`config.mk`:
```
export PLATFORM = sky130hd
export DESIGN_NAME = ethernet_ip_port_classifier_core_flat
export DESIGN_NICKNAME = d
export VERILOG_FILES = /design/src/rtl/eipc_pkg.sv /design/src/rtl/eipc_if.sv /design/src/rtl/eipc_front.sv /design/src/rtl/eipc_queue.sv /design/src/rtl/eipc_back.sv /design/src/rtl/ethernet_ip_port_classifier_core.sv /design/src/flat_wrapper.sv
export SDC_FILE = /design/constraint.sdc
export NUM_CORES = 1
export LEC_CHECK = 0
export BUFFER_PORTS_ARGS = -buffer_cell sky130_fd_sc_hd__buf_2
export CORE_MARGIN = 2
export CORE_UTILIZATION = 32
export DETAILED_ROUTE_END_ITERATION = 6
export GPL_TIMING_DRIVEN = 0
export PLACE_DENSITY = 0.55
export RECOVER_POWER = 50
export SLEW_MARGIN = 10
export SYNTH_ARGS = -nofsm -noshare
export SYNTH_HDL_FRONTEND = slang
export SYNTH_SLANG_ARGS = --single-unit
```
`constraint.sdc`:
```
create_clock -name clk -period 5.2 [get_ports clk]
set_clock_uncertainty 0.1 [all_clocks]
set_input_delay 0.52 -clock clk [delete_from_list [all_inputs] [get_ports clk]]
set_output_delay 0.52 -clock clk [all_outputs]
set_load 0.02 [all_outputs]
```
`src/rtl/eipc_pkg.sv`:
```
`timescale 1ns / 1ps

package eipc_pkg;

    typedef enum logic [1:0] {
        NET_OTHER = 2'd0,
        NET_IPV4  = 2'd1,
        NET_ARP   = 2'd2,
        NET_IPV6  = 2'd3
    } net_kind_t;

    typedef enum logic [2:0] {
        TRANS_OTHER = 3'd0,
        TRANS_TCP   = 3'd1,
        TRANS_UDP   = 3'd2,
        TRANS_ICMP  = 3'd3,
        TRANS_IGMP  = 3'd4,
        TRANS_6IN4  = 3'd5
    } trans_kind_t;

    typedef enum logic [2:0] {
        APP_NONE     = 3'd0,
        APP_HTTP     = 3'd1,
        APP_DNS      = 3'd2,
        APP_HTTPS    = 3'd3,
        APP_SSDP     = 3'd4,
        APP_NB_NAME  = 3'd5,
        APP_NB_DGRAM = 3'd6,
        APP_NB_SESS  = 3'd7
    } app_kind_t;

    localparam int POS_W = 7;

    localparam logic [15:0] ETYPE_IPV4 = 16'h0800;
    localparam logic [15:0] ETYPE_ARP  = 16'h0806;
    localparam logic [15:0] ETYPE_IPV6 = 16'h86DD;

    localparam logic [POS_W-1:0] POS_ETYPE_HI = 7'd12;
    localparam logic [POS_W-1:0] POS_ETYPE_LO = 7'd13;
    localparam logic [POS_W-1:0] POS_IHL      = 7'd14;
    localparam logic [POS_W-1:0] POS_V6_NEXT  = 7'd20;
    localparam logic [POS_W-1:0] POS_V4_PROTO = 7'd23;
    localparam logic [POS_W-1:0] POS_MAX      = 7'd127;
    localparam logic [POS_W-1:0] V6_L4_START  = 7'd54;

    localparam logic [7:0] PROTO_ICMP = 8'd1;
    localparam logic [7:0] PROTO_IGMP = 8'd2;
    localparam logic [7:0] PROTO_TCP  = 8'd6;
    localparam logic [7:0] PROTO_UDP  = 8'd17;
    localparam logic [7:0] PROTO_6IN4 = 8'd41;

    localparam logic [15:0] PORT_HTTP     = 16'd80;
    localparam logic [15:0] PORT_DNS      = 16'd53;
    localparam logic [15:0] PORT_HTTPS    = 16'd443;
    localparam logic [15:0] PORT_SSDP     = 16'd1900;
    localparam logic [15:0] PORT_NB_NAME  = 16'd137;
    localparam logic [15:0] PORT_NB_DGRAM = 16'd138;
    localparam logic [15:0] PORT_NB_SESS  = 16'd139;

    localparam logic [2:0] PORT_BYTES = 3'd4;

    // address width, register index and reset value of the single control register
    localparam int          PADDR_W      = 3;
    localparam logic        REG_LINK_IDX = 1'b0;
    localparam logic [31:0] LINK_RESET   = 32'd1;

    // frame summary handed from parser to classifier
    typedef struct packed {
        logic        link;
        logic        short_eth;
        logic        short_l3;
        net_kind_t   net;
        logic [7:0]  proto;
        logic [15:0] sport;
        logic [15:0] dport;
        logic        ports_ok;
    } summary_t;

    typedef struct packed {
        logic full;
        logic empty;
    } q_status_t;

    typedef struct packed {
        net_kind_t   net_class;
        trans_kind_t trans_class;
        app_kind_t   app_class;
        logic [7:0]  ip_protocol;
        logic [15:0] source_port;
        logic [15:0] dest_port;
        logic        truncated;
    } result_t;

    function automatic trans_kind_t trans_of(input logic [7:0] proto, input logic ipv4);
        trans_kind_t t;
        case (proto)
            PROTO_TCP:  t = TRANS_TCP;
            PROTO_UDP:  t = TRANS_UDP;
            PROTO_ICMP: t = TRANS_ICMP;
            PROTO_IGMP: t = TRANS_IGMP;
            PROTO_6IN4: t = ipv4 ? TRANS_6IN4 : TRANS_OTHER;
            default:    t = TRANS_OTHER;
        endcase
        return t;
    endfunction

    function automatic app_kind_t app_of(input logic [15:0] port, input logic udp);
        app_kind_t a;
        case (port)
            PORT_HTTP:     a = APP_HTTP;
            PORT_DNS:      a = APP_DNS;
            PORT_HTTPS:    a = APP_HTTPS;
            PORT_SSDP:     a = udp ? APP_SSDP : APP_NONE;
            PORT_NB_NAME:  a = APP_NB_NAME;
            PORT_NB_DGRAM: a = APP_NB_DGRAM;
            PORT_NB_SESS:  a = APP_NB_SESS;
            default:       a = APP_NONE;
        endcase
        return a;
    endfunction

endpackage

```
`src/rtl/eipc_if.sv`:
```
`timescale 1ns / 1ps

interface eipc_in_if;
    logic       valid;
    logic       ready;
    logic [7:0] frame_byte;
    logic       last_byte;

    modport source (output valid, output frame_byte, output last_byte, input ready);
    modport sink   (input valid, input frame_byte, input last_byte, output ready);
endinterface

interface eipc_out_if;
    logic        valid;
    logic        ready;
    logic [1:0]  net_class;
    logic [2:0]  trans_class;
    logic [2:0]  app_class;
    logic [7:0]  ip_protocol;
    logic [15:0] source_port;
    logic [15:0] dest_port;
    logic        truncated;

    modport source (output valid, output net_class, output trans_class, output app_class,
                    output ip_protocol, output source_port, output dest_port,
                    output truncated, input ready);
    modport sink   (input valid, input net_class, input trans_class, input app_class,
                    input ip_protocol, input source_port, input dest_port,
                    input truncated, output ready);
endinterface

```
`src/rtl/eipc_front.sv`:
```
`timescale 1ns / 1ps

module eipc_front (
    input  logic              clk,
    input  logic              rst_n,
    eipc_in_if.sink           in_ch,
    input  logic              link_is_ethernet,
    input  eipc_pkg::q_status_t q_status,
    output logic              push,
    output eipc_pkg::summary_t push_entry
);
    import eipc_pkg::*;

    logic [POS_W-1:0] pos_reg, pos_next;
    logic [7:0]       etype_hi_reg, etype_hi_next;
    net_kind_t        net_reg, net_next;
    logic [7:0]       proto_reg, proto_next;
    logic [POS_W-1:0] tstart_reg, tstart_next;
    logic [15:0]      src_reg, src_next;
    logic [15:0]      dst_reg, dst_next;
    logic [2:0]       seen_reg, seen_next;

    logic             accept;
    logic [7:0]       b;
    logic [POS_W-1:0] offs;
    logic             capture;

    assign in_ch.ready = !q_status.full;
    assign accept      = in_ch.valid && in_ch.ready;
    assign push        = accept && in_ch.last_byte;
    assign b           = in_ch.frame_byte;
    assign offs        = pos_reg - tstart_next;

    always_comb
    begin
        etype_hi_next = etype_hi_reg;
        net_next      = net_reg;
        tstart_next   = tstart_reg;
        proto_next    = proto_reg;
        src_next      = src_reg;
        dst_next      = dst_reg;
        seen_next     = seen_reg;

        if (pos_reg == POS_ETYPE_HI)
        begin
            etype_hi_next = b;
        end
        else if (pos_reg == POS_ETYPE_LO)
        begin
            case ({etype_hi_reg, b})
                ETYPE_IPV4: net_next = NET_IPV4;
                ETYPE_ARP:  net_next = NET_ARP;
                ETYPE_IPV6:
                begin
                    net_next    = NET_IPV6;
                    tstart_next = V6_L4_START;
                end
                default:    net_next = NET_OTHER;
            endcase
        end

        // IPv4 header length in 32-bit words sets the transport offset
        if (pos_reg == POS_IHL && net_next == NET_IPV4)
            tstart_next = POS_IHL + {1'b0, b[3:0], 2'b00};

        if ((pos_reg == POS_V4_PROTO && net_next == NET_IPV4) ||
            (pos_reg == POS_V6_NEXT && net_next == NET_IPV6))
            proto_next = b;

        capture = (pos_reg >= POS_IHL) && (net_next == NET_IPV4 || net_next == NET_IPV6) &&
                  (pos_reg >= tstart_next) && (offs < POS_W'(PORT_BYTES));
        if (capture)
        begin
            if (!offs[1])
                src_next = {src_reg[7:0], b};
            else
                dst_next = {dst_reg[7:0], b};
            if (seen_reg < PORT_BYTES)
                seen_next = seen_reg + 3'd1;
        end

        pos_next = (pos_reg < POS_MAX) ? pos_reg + 7'd1 : pos_reg;

        push_entry.link      = link_is_ethernet;
        push_entry.short_eth = pos_reg < POS_ETYPE_LO;
        push_entry.short_l3  = (net_next == NET_IPV4) ? (pos_reg < POS_V4_PROTO)
                                                      : (pos_reg < POS_V6_NEXT);
        push_entry.net       = net_next;
        push_entry.proto     = proto_next;
        push_entry.sport     = src_next;
        push_entry.dport     = dst_next;
        push_entry.ports_ok  = seen_next >= PORT_BYTES;
    end

    always_ff @(posedge clk or negedge rst_n)
    begin
        if (!rst_n)
        begin
            pos_reg      <= '0;
            etype_hi_reg <= '0;
            net_reg      <= NET_OTHER;
            proto_reg    <= '0;
            tstart_reg   <= '0;
            src_reg      <= '0;
            dst_reg      <= '0;
            seen_reg     <= '0;
        end
        else if (accept)
        begin
            if (in_ch.last_byte)
            begin
                pos_reg      <= '0;
                etype_hi_reg <= '0;
                net_reg      <= NET_OTHER;
                proto_reg    <= '0;
                tstart_reg   <= '0;
                src_reg      <= '0;
                dst_reg      <= '0;
                seen_reg     <= '0;
            end
            else
            begin
                pos_reg      <= pos_next;
                etype_hi_reg <= etype_hi_next;
                net_reg      <= net_next;
                proto_reg    <= proto_next;
                tstart_reg   <= tstart_next;
                src_reg      <= src_next;
                dst_reg      <= dst_next;
                seen_reg     <= seen_next;
            end
        end
    end

endmodule

```
`src/rtl/eipc_queue.sv`:
```
`timescale 1ns / 1ps

module eipc_queue (
    input  logic                clk,
    input  logic                rst_n,
    input  logic                push,
    input  eipc_pkg::summary_t  push_entry,
    input  logic                pop,
    output eipc_pkg::q_status_t q_status,
    output eipc_pkg::summary_t  head
);
    import eipc_pkg::*;

    summary_t   slot_reg [2];
    logic       wr_ptr_reg, wr_ptr_next;
    logic       rd_ptr_reg, rd_ptr_next;
    logic [1:0] count_reg, count_next;

    assign q_status.full  = count_reg == 2'd2;
    assign q_status.empty = count_reg == 2'd0;
    assign head           = slot_reg[rd_ptr_reg];

    always_comb
    begin
        wr_ptr_next = push ? !wr_ptr_reg : wr_ptr_reg;
        rd_ptr_next = pop ? !rd_ptr_reg : rd_ptr_reg;
        count_next  = count_reg + {1'b0, push} - {1'b0, pop};
    end

    always_ff @(posedge clk)
    begin
        if (push)
            slot_reg[wr_ptr_reg] <= push_entry;
    end

    always_ff @(posedge clk or negedge rst_n)
    begin
        if (!rst_n)
        begin
            wr_ptr_reg <= 1'b0;
            rd_ptr_reg <= 1'b0;
            count_reg  <= 2'd0;
        end
        else
        begin
            wr_ptr_reg <= wr_ptr_next;
            rd_ptr_reg <= rd_ptr_next;
            count_reg  <= count_next;
        end
    end

endmodule

```
`src/rtl/eipc_back.sv`:
```
`timescale 1ns / 1ps

module eipc_back (
    input  logic                clk,
    input  logic                rst_n,
    input  eipc_pkg::q_status_t q_status,
    input  eipc_pkg::summary_t  head,
    output logic                pop,
    eipc_out_if.source          out_ch
);
    import eipc_pkg::*;

    logic      out_valid_reg, out_valid_next;
    result_t   res_reg, res_next;
    logic      ip_net, l3_ok, tcp_udp, l4_ok, udp;
    app_kind_t app_src, app_dst;

    assign pop = !q_status.empty && (!out_valid_reg || out_ch.ready);

    always_comb
    begin
        res_next = '0;

        ip_net  = head.net == NET_IPV4 || head.net == NET_IPV6;
        l3_ok   = head.link && !head.short_eth && ip_net && !head.short_l3;
        res_next.trans_class = l3_ok ? trans_of(head.proto, head.net == NET_IPV4)
                                     : TRANS_OTHER;
        tcp_udp = res_next.trans_class == TRANS_TCP || res_next.trans_class == TRANS_UDP;
        l4_ok   = tcp_udp && head.ports_ok;
        udp     = res_next.trans_class == TRANS_UDP;
        app_src = app_of(head.sport, udp);
        app_dst = app_of(head.dport, udp);

        res_next.net_class   = (head.link && !head.short_eth) ? head.net : NET_OTHER;
        res_next.ip_protocol = l3_ok ? head.proto : 8'd0;
        if (l4_ok)
        begin
            res_next.source_port = head.sport;
            res_next.dest_port   = head.dport;
            // UDP favors the destination port, TCP the source port
            if (udp)
                res_next.app_class = (app_dst != APP_NONE) ? app_dst : app_src;
            else
                res_next.app_class = (app_src != APP_NONE) ? app_src : app_dst;
        end
        res_next.truncated = head.link &&
                             (head.short_eth || (ip_net && head.short_l3) ||
                              (l3_ok && tcp_udp && !head.ports_ok));

        out_valid_next = pop ? 1'b1 : (out_ch.ready ? 1'b0 : out_valid_reg);
    end

    always_ff @(posedge clk)
    begin
        if (pop)
            res_reg <= res_next;
    end

    always_ff @(posedge clk or negedge rst_n)
    begin
        if (!rst_n)
            out_valid_reg <= 1'b0;
        else
            out_valid_reg <= out_valid_next;
    end

    assign out_ch.valid       = out_valid_reg;
    assign out_ch.net_class   = res_reg.net_class;
    assign out_ch.trans_class = res_reg.trans_class;
    assign out_ch.app_class   = res_reg.app_class;
    assign out_ch.ip_protocol = res_reg.ip_protocol;
    assign out_ch.source_port = res_reg.source_port;
    assign out_ch.dest_port   = res_reg.dest_port;
    assign out_ch.truncated   = res_reg.truncated;

endmodule

```
`src/rtl/ethernet_ip_port_classifier_core.sv`:
```
`timescale 1ns / 1ps
// Channel   Dir  Fields                                        Transfer
// -------   ---  --------------------------------------------  ------------------
// in_ch     in   frame_byte[7:0], last_byte                    valid && ready
// out_ch    out  net_class, trans_class, app_class,            valid && ready
//                ip_protocol, source_port, dest_port, truncated
// apb       in   link_is_ethernet at paddr 0                   psel&&penable&&pwrite
//
// One byte is taken every cycle while the queue is not full; the queue entry
// is written at the transfer of a frame's last byte, and the result register
// loads it from the queue head once free; out_ch.valid follows that register.
// The per-byte parser update is a combinational compare and a register load.
// Reset is asynchronous and active low; it clears the parser, the queue
// and the output valid, and sets link_is_ethernet to 1.
// A two-entry queue separates parser and classifier: in_ch.ready drops only
// while the queue is full, which takes two finished frames waiting behind a
// stalled result in the output register.

module ethernet_ip_port_classifier_core (
    input  logic                         clk,
    input  logic                         rst_n,
    input  logic                         psel,
    input  logic                         penable,
    input  logic                         pwrite,
    input  logic [eipc_pkg::PADDR_W-1:0] paddr,
    input  logic [31:0]                  pwdata,
    output logic [31:0]                  prdata,
    output logic                         pready,
    eipc_in_if.sink                      in_ch,
    eipc_out_if.source                   out_ch
);
    import eipc_pkg::*;

    logic      link_reg, link_next;
    logic      cfg_wr;
    q_status_t q_status;
    summary_t  push_entry;
    summary_t  head;
    logic      push;
    logic      pop;

    // Register file: one control bit, word index taken from paddr[2]
    assign pready = 1'b1;
    assign cfg_wr = psel && penable && pwrite && pready && (paddr[2] == REG_LINK_IDX);

    always_comb
    begin
        link_next = cfg_wr ? pwdata[0] : link_reg;
        prdata    = (paddr[2] == REG_LINK_IDX) ? {31'd0, link_reg} : 32'd0;
    end

    always_ff @(posedge clk or negedge rst_n)
    begin
        if (!rst_n)
            link_reg <= LINK_RESET[0];
        else
            link_reg <= link_next;
    end

    // Front: track byte position and capture header fields; hand one
    // summary per frame to the queue on the last byte
    eipc_front u_front (
        .clk              (clk),
        .rst_n            (rst_n),
        .in_ch            (in_ch),
        .link_is_ethernet (link_reg),
        .q_status         (q_status),
        .push             (push),
        .push_entry       (push_entry)
    );

    // Hold finished frame summaries while the output stalls
    eipc_queue u_queue (
        .clk        (clk),
        .rst_n      (rst_n),
        .push       (push),
        .push_entry (push_entry),
        .pop        (pop),
        .q_status   (q_status),
        .head       (head)
    );

    // Back: map protocol and ports to classes, drive the output register
    eipc_back u_back (
        .clk      (clk),
        .rst_n    (rst_n),
        .q_status (q_status),
        .head     (head),
        .pop      (pop),
        .out_ch   (out_ch)
    );

endmodule

```
`src/flat_wrapper.sv`:
```
// flat-port wrapper written by rule: the top's interface ports become plain ports
module ethernet_ip_port_classifier_core_flat import eipc_pkg::*;
  (clk, rst_n, psel, penable, pwrite, paddr, pwdata, prdata, pready, in_ch_valid, in_ch_frame_byte, in_ch_last_byte, in_ch_ready, out_ch_valid, out_ch_net_class, out_ch_trans_class, out_ch_app_class, out_ch_ip_protocol, out_ch_source_port, out_ch_dest_port, out_ch_truncated, out_ch_ready);
  eipc_in_if in_ch_i ();
  eipc_out_if out_ch_i ();
  input  logic clk;
  input  logic rst_n;
  input  logic psel;
  input  logic penable;
  input  logic pwrite;
  input  logic [eipc_pkg::PADDR_W-1:0] paddr;
  input  logic [31:0] pwdata;
  output logic [31:0] prdata;
  output logic pready;
  input wire logic [$bits(in_ch_i.valid)-1:0] in_ch_valid;
  input wire logic [$bits(in_ch_i.frame_byte)-1:0] in_ch_frame_byte;
  input wire logic [$bits(in_ch_i.last_byte)-1:0] in_ch_last_byte;
  output wire logic [$bits(in_ch_i.ready)-1:0] in_ch_ready;
  output wire logic [$bits(out_ch_i.valid)-1:0] out_ch_valid;
  output wire logic [$bits(out_ch_i.net_class)-1:0] out_ch_net_class;
  output wire logic [$bits(out_ch_i.trans_class)-1:0] out_ch_trans_class;
  output wire logic [$bits(out_ch_i.app_class)-1:0] out_ch_app_class;
  output wire logic [$bits(out_ch_i.ip_protocol)-1:0] out_ch_ip_protocol;
  output wire logic [$bits(out_ch_i.source_port)-1:0] out_ch_source_port;
  output wire logic [$bits(out_ch_i.dest_port)-1:0] out_ch_dest_port;
  output wire logic [$bits(out_ch_i.truncated)-1:0] out_ch_truncated;
  input wire logic [$bits(out_ch_i.ready)-1:0] out_ch_ready;
  assign in_ch_i.valid = in_ch_valid;
  assign in_ch_i.frame_byte = in_ch_frame_byte;
  assign in_ch_i.last_byte = in_ch_last_byte;
  assign in_ch_ready = in_ch_i.ready;
  assign out_ch_valid = out_ch_i.valid;
  assign out_ch_net_class = out_ch_i.net_class;
  assign out_ch_trans_class = out_ch_i.trans_class;
  assign out_ch_app_class = out_ch_i.app_class;
  assign out_ch_ip_protocol = out_ch_i.ip_protocol;
  assign out_ch_source_port = out_ch_i.source_port;
  assign out_ch_dest_port = out_ch_i.dest_port;
  assign out_ch_truncated = out_ch_i.truncated;
  assign out_ch_i.ready = out_ch_ready;
  ethernet_ip_port_classifier_core u_core (.clk(clk), .rst_n(rst_n), .psel(psel), .penable(penable), .pwrite(pwrite), .paddr(paddr), .pwdata(pwdata), .prdata(prdata), .pready(pready), .in_ch(in_ch_i), .out_ch(out_ch_i));
endmodule
```
== Word-level counts from Yosys, hierarchy flattened ==
Memory sizes are Yosys's and may differ from the RTL's.
Index checks and enable logic that the tools add are counted.

* Register bits: 122
* Latch bits: 0
* RAM bits: 92
* Memory bits (read-only): 0
* Bits of input ports: 51
* Output and inout port bits: 84
* Word-level logic and storage cells: 153
* Memories: 1

{| class="wikitable"
|+ Memory list
! memory !! words !! width !! read ports !! clocked after Yosys merged registers in !! write ports !! line !! RTL
|-
| u_core.u_queue.slot_reg || 2 || 46 || 1 || 0 || 1 || eipc_queue.sv:14 || <nowiki>summary_t slot_reg [2];</nowiki>
|}

* $add $sub $neg: 6
* Multipliers: 0
* Div/mod/pow operators: 0
* Magnitude comparators: 9
* Equality and inequality tests: 34
* Shift operators: 0
* Muxes and demuxes: 39
* Bitwise operators: 1
* Reduce and logical (&&, ||, !) cells: 43

{| class="wikitable"
|+ Operators by type and width
! cell !! count
|-
| 16-bit by 8-bit equality test with 1-bit output, second input constant || 6
|-
| 16-bit 2-to-1 mux || 6
|-
| 7-bit 2-to-1 mux || 7
|-
| 3-bit case mux with 7 select lines || 2
|-
| 16-bit by 11-bit equality test with 1-bit output, second input constant || 2
|-
| 16-bit by 12-bit equality test with 1-bit output, second input constant || 2
|-
| 16-bit by 6-bit equality test with 1-bit output, second input constant || 2
|-
| 16-bit by 7-bit equality test with 1-bit output, second input constant || 2
|-
| 16-bit by 9-bit equality test with 1-bit output, second input constant || 2
|-
| 8-bit 2-to-1 mux || 4
|-
| 3-bit 2-to-1 mux || 9
|-
| 7-bit by 4-bit equality test with 1-bit output, second input constant || 3
|-
| 1-bit logical AND || 20
|-
| 16-bit equality test, second input constant || 1
|-
| 3-bit case mux with 5 select lines || 1
|-
| 7-bit by 5-bit equality test with 1-bit output, second input constant || 2
|-
| 7-bit by 5-bit less-than comparator with 1-bit output, second input constant || 2
|-
| 8-bit by 1-bit equality test with 1-bit output, second input constant || 1
|-
| 8-bit by 2-bit equality test with 1-bit output, second input constant || 1
|-
| 8-bit by 3-bit equality test with 1-bit output, second input constant || 1
|-
| 8-bit by 5-bit equality test with 1-bit output, second input constant || 1
|-
| 8-bit by 6-bit equality test with 1-bit output, second input constant || 1
|-
| 1-bit logical NOT || 8
|-
| 4-bit by 6-bit adder with 7-bit output, first input constant || 1
|-
| other kinds (25) || 45
|}

== Depth between registers and ports, before layout ==
* Depth after elaboration: 12
* Mapped depth: 19
* Gate-level depth less buffers: 15

== Cells and area by module ==
A second synthesis with hierarchy kept.

* Cell total of the unflattened synthesis: 871
* Area total of the unflattened synthesis: 10884.2 um^2

{| class="wikitable"
|+ Modules (own cells, without submodules)
! module !! times used !! cells an instance !! area each (um^2) !! seq. area each (um^2)
|-
| eipc_front || 1 || 476 || 4443.0 || 1676.6
|-
| eipc_queue || 1 || 158 || 3639.7 || 2862.7
|-
| eipc_back || 1 || 199 || 2498.6 || 1496.4
|-
| ethernet_ip_port_classifier_core || 1 || 38 || 302.8 || 26.3
|}

== Least setup slack after synthesis ==
OpenSTA, ideal clock, no wires.

* Path kind: register to register
* From: register u_core.u_front.pos_reg[1]
* To: memory u_core.u_queue.slot_reg[0][10] (netlist bit), data pin
* Setup time: 262 ps
* Arrival time: 5306 ps
* Required time: 4838 ps
* Setup slack: -468 ps
* Stages on the path, launching flop included: 16
* Buffers on the path: 1
* Period minus slack after synthesis: 5668 ps
* Cells stage by stage: dfrtp_1 -> inv_1 -> ha_1 -> nand4b_1 -> or4_4 -> o41a_1 -> nor4b_1 -> nor2_1 -> a22oi_1 -> ha_1 -> or4b_2 -> a222oi_1 -> nand4_1 -> nor3_4 -> buf_12 -> mux2_4

{| class="wikitable"
|+ RTL lines
! element !! line !! RTL
|-
| start: declaration || eipc_front.sv:14 || <nowiki>logic [POS_W-1:0] pos_reg, pos_next;</nowiki>
|-
| start signal: assignment || eipc_front.sv:123 || <nowiki>pos_reg <= pos_next;</nowiki>
|-
| end: declaration || eipc_queue.sv:14 ||
|}

==> flow_summary.ini <==
[logic_synthesis]
ys_dominant_reg_cell = edfxtp_1
syn_inst = 960
yosysWarnings = 0
synthArstFlopShare_pct = 34.1
synth_area_sq_mm = 0.0112
syn_area_per_cell_sq_um = 11.7
synth_area_leaders = edfxtp_1 38%, dfrtp_1 16%, mux2i_1 4.3%
synth_edf_count = 141
synth_top_area_cell = edfxtp_1
ys_types = 87
synth_top_area_share_pct = 37.8
ys_seq_area_share_pct = 54.1
ys_ff_latch = 214

[setup_path]
crit_path_end_kind = flip-flop
worst-r2r-setup-slack_ps = -40
startpoint_type = flip-flop
rr_startpoint = u_core.u_front.pos_reg[5]
crit_type = flip-flop to flip-flop
ff2ff_path_depth = 16
cp.arrival_ps = 5430
cp_max_fo = 8
r2r-end = u_core.u_queue.slot_reg[1][12]
cp.required_ps = 5390

[power_and_ir_drop]
vdd_drop_max_uv = 340
p_total_mw = 5.89
power.density_mw_per_mm2 = 435
p_leak_nw = 5.45

[grt]
grt_pass1_vias = 8094
grtUsageTotal_pct = 16.5
grt_first_pass_wirelength_mm = 46.5
grt_max_degree = 58
met3_usage_pct = 2.79
overflow = 0
grt_use_met2_pct = 27.5
grtUsageMet1_pct = 21.5
busiest_layer = met2
antenna_found_initial = 0

[clock_tree]
cts_tree = built
cts_buffer_depth = 3
htreeDepth = 1
cts-root-buf = clkbuf_16
clk_pin_slew_ps = 60
cts_sinks = 214
cts_buffers = 26
worstSkewPairLatency_ps = 550

[floorplan]
initial_core_util_pct = 32.4
die_h_microns = 191
die_w_microns = 191
design.core.area_sq_mm = 0.0345
num_rows = 68
die_area_sq_mm = 0.0365
pin_count = 135

[cells_and_area]
layout.nets = 1187
fin_area_sq_mm = 0.0136
drive_above_1_share_pct = 24.5
final_common_cell = edfxtp_1
largest_register_ffs = 92
fin_cells = 1592
antenna_cells = 0
areaGrowthSynthToFinish_pct = 21.0
utilization_pct = 39.2
final_cell_mix = 141 x edfxtp_1, 84 x nor2_1, 70 x buf_2, 68 x dfrtp_1, 61 x buf_4

[worst_hold_path]
min_from = out_ch_ready
whs_endpoint = u_core.u_back.out_ch.valid
hp-class = input pin to flip-flop
holdPathStages = 2

[run_status]
status = finished with violations
violations = max-capacitance violations, max-slew violations, negative setup slack

[sta]
max_freq_mhz = 191
fin_ws_ps = -40.7
setup_violations = 20
fin_crit_sh_pct = 101
slew_violations = 82
rsz0062_at_grt = yes
period_minus_slack_ps = 5240
worst_slew_pin_slew_ps = 2790
slew_headroom_pct = -86.3
hold_slack_ps = 79.2
final_hold_viol_count = 0
fin_setup_tns_ps = -542

[drt]
totalWireLength_mm = 30.2
ant_nets = 0
drc = 0
wl_per_cell_microns = 19.0
first_pass_iters = 5
routed_via_density = 5.23
vias = 8328
drtIter0Drc = 702

[place]
dp_hpwl_mm = 21.6
place.gp.congestion = 0.892
dp.cells = 1516
dp_slack_ps = -1050
place_area_sq_mm = 0.0124
io_buffer_count = 66

[flow_run]
maxCapViolCount = 2
[cell families after synthesis]
kind of cell	after synthesis	synth area share (%)
adder cells (fa/ha/maj)	18	2.08
other	2	0.0670
flip-flops	214	54.1
AND/OR/NAND/NOR	321	15.5
buffers and inverters	129	5.98
XOR/XNOR	12	0.938
multiplexers	87	8.54
AO/OA/AOI/OAI	177	12.8
[worst max-delay path by stage]
stage,startpoint,end,slack [ps],depth (start not counted)
3_3_place_gp,u_core.u_front.pos_reg[0],u_core.u_queue.slot_reg[1][10],-1020,15
5_1_grt,u_core.u_front.pos_reg[5],u_core.u_queue.slot_reg[1][12],-180,16
6_report,u_core.u_front.pos_reg[5],u_core.u_queue.slot_reg[1][12],-40,16
4_1_cts,u_core.u_front.etype_hi_reg[0],u_core.u_queue.slot_reg[1][10],-80,16
3_5_place_dp,u_core.u_front.pos_reg[1],u_core.u_queue.slot_reg[1][10],-1050,15
2_1_floorplan,u_core.u_front.pos_reg[0],u_core.u_queue.slot_reg[0][10],-120,16
[layout make-up]
cell class / count / area [sq um]
Multi-Input combinational cell: 647 / 4770
Clock inverter: 16 / 116
Fill cell: 3366 / 21000
Buffer: 88 / 547
Sequential cell: 214 / 6070
Tap cell: 455 / 569
Inverter: 38 / 143
Timing Repair Buffer: 103 / 679
Clock buffer: 31 / 669
[worst max-delay path, cell delays in order (launching register included)]
cell	delay, ps
dfrtp_2	440
or3_4	430
or4_4	550
o41a_1	370
or4b_4	540
buf_8	150
nand2_8	60
o21ai_4	70
ha_4	240
or4b_4	470
a222oi_1	410
nand4_1	170
buf_6	170
nor3_4	190
buf_12	150
clkbuf_16	140
mux2_4	300
[per-layer routing]
| layer | vias up | part of all wire (%) |
|---|---|---|
| met5 | - | 0 |
| met3 | 55 | 6.0 |
| li1 | 3924 | - |
| met1 | 4051 | 43 |
| met4 | 0 | 3.1 |
| met2 | 298 | 48 |
[synth_stat cells, types with 4 or more instances]
cell type / instances
nand3_1: 29
and2_1: 10
nand4_1: 28
a211o_1: 11
a22oi_1: 5
edfxtp_1: 141
ha_1: 17
clkbuf_1: 45
o21ai_0: 14
buf_4: 32
inv_1: 37
nand4b_1: 5
xor2_1: 6
nor4_1: 9
o22a_1: 5
or3b_2: 5
mux2_2: 29
or3_1: 5
nand2b_1: 9
mux2_4: 10
dfrtp_1: 72
nor2_1: 86
o211ai_1: 9
o22ai_1: 6
nand2_1: 54
o31ai_1: 6
a31oi_1: 5
nor3b_1: 5
nand3b_1: 4
o311ai_2: 8
buf_1: 4
nor2b_1: 18
nor3_1: 15
a22o_1: 11
and3_1: 10
mux2i_1: 48
a311oi_1: 5
o2111ai_1: 8
o311ai_0: 22
xnor2_1: 6
buf_6: 6
a21oi_1: 20
[report_power, final]
| group | leakage (nW) | total [mW] | internal (mW) | switching (mW) |
|---|---|---|---|---|
| Clock | 0.380 | 1.66 | 0.965 | 0.692 |
| Sequential | 2.29 | 2.39 | 2.24 | 0.154 |
| Combinational | 2.77 | 1.84 | 0.639 | 1.20 |
[what timing repair did]
item / in CTS / in global routing
endpoints found under the hold margin: 16 / 0
setup endpoints to repair: 101 / 101
setup buffers: 17 / 13
gates resized for setup: 39 / 21
hold buffers: 1 / 0
pin swaps: 10 / 14
gates cloned: 0 / 1
(Power assumes the default switching activity.)
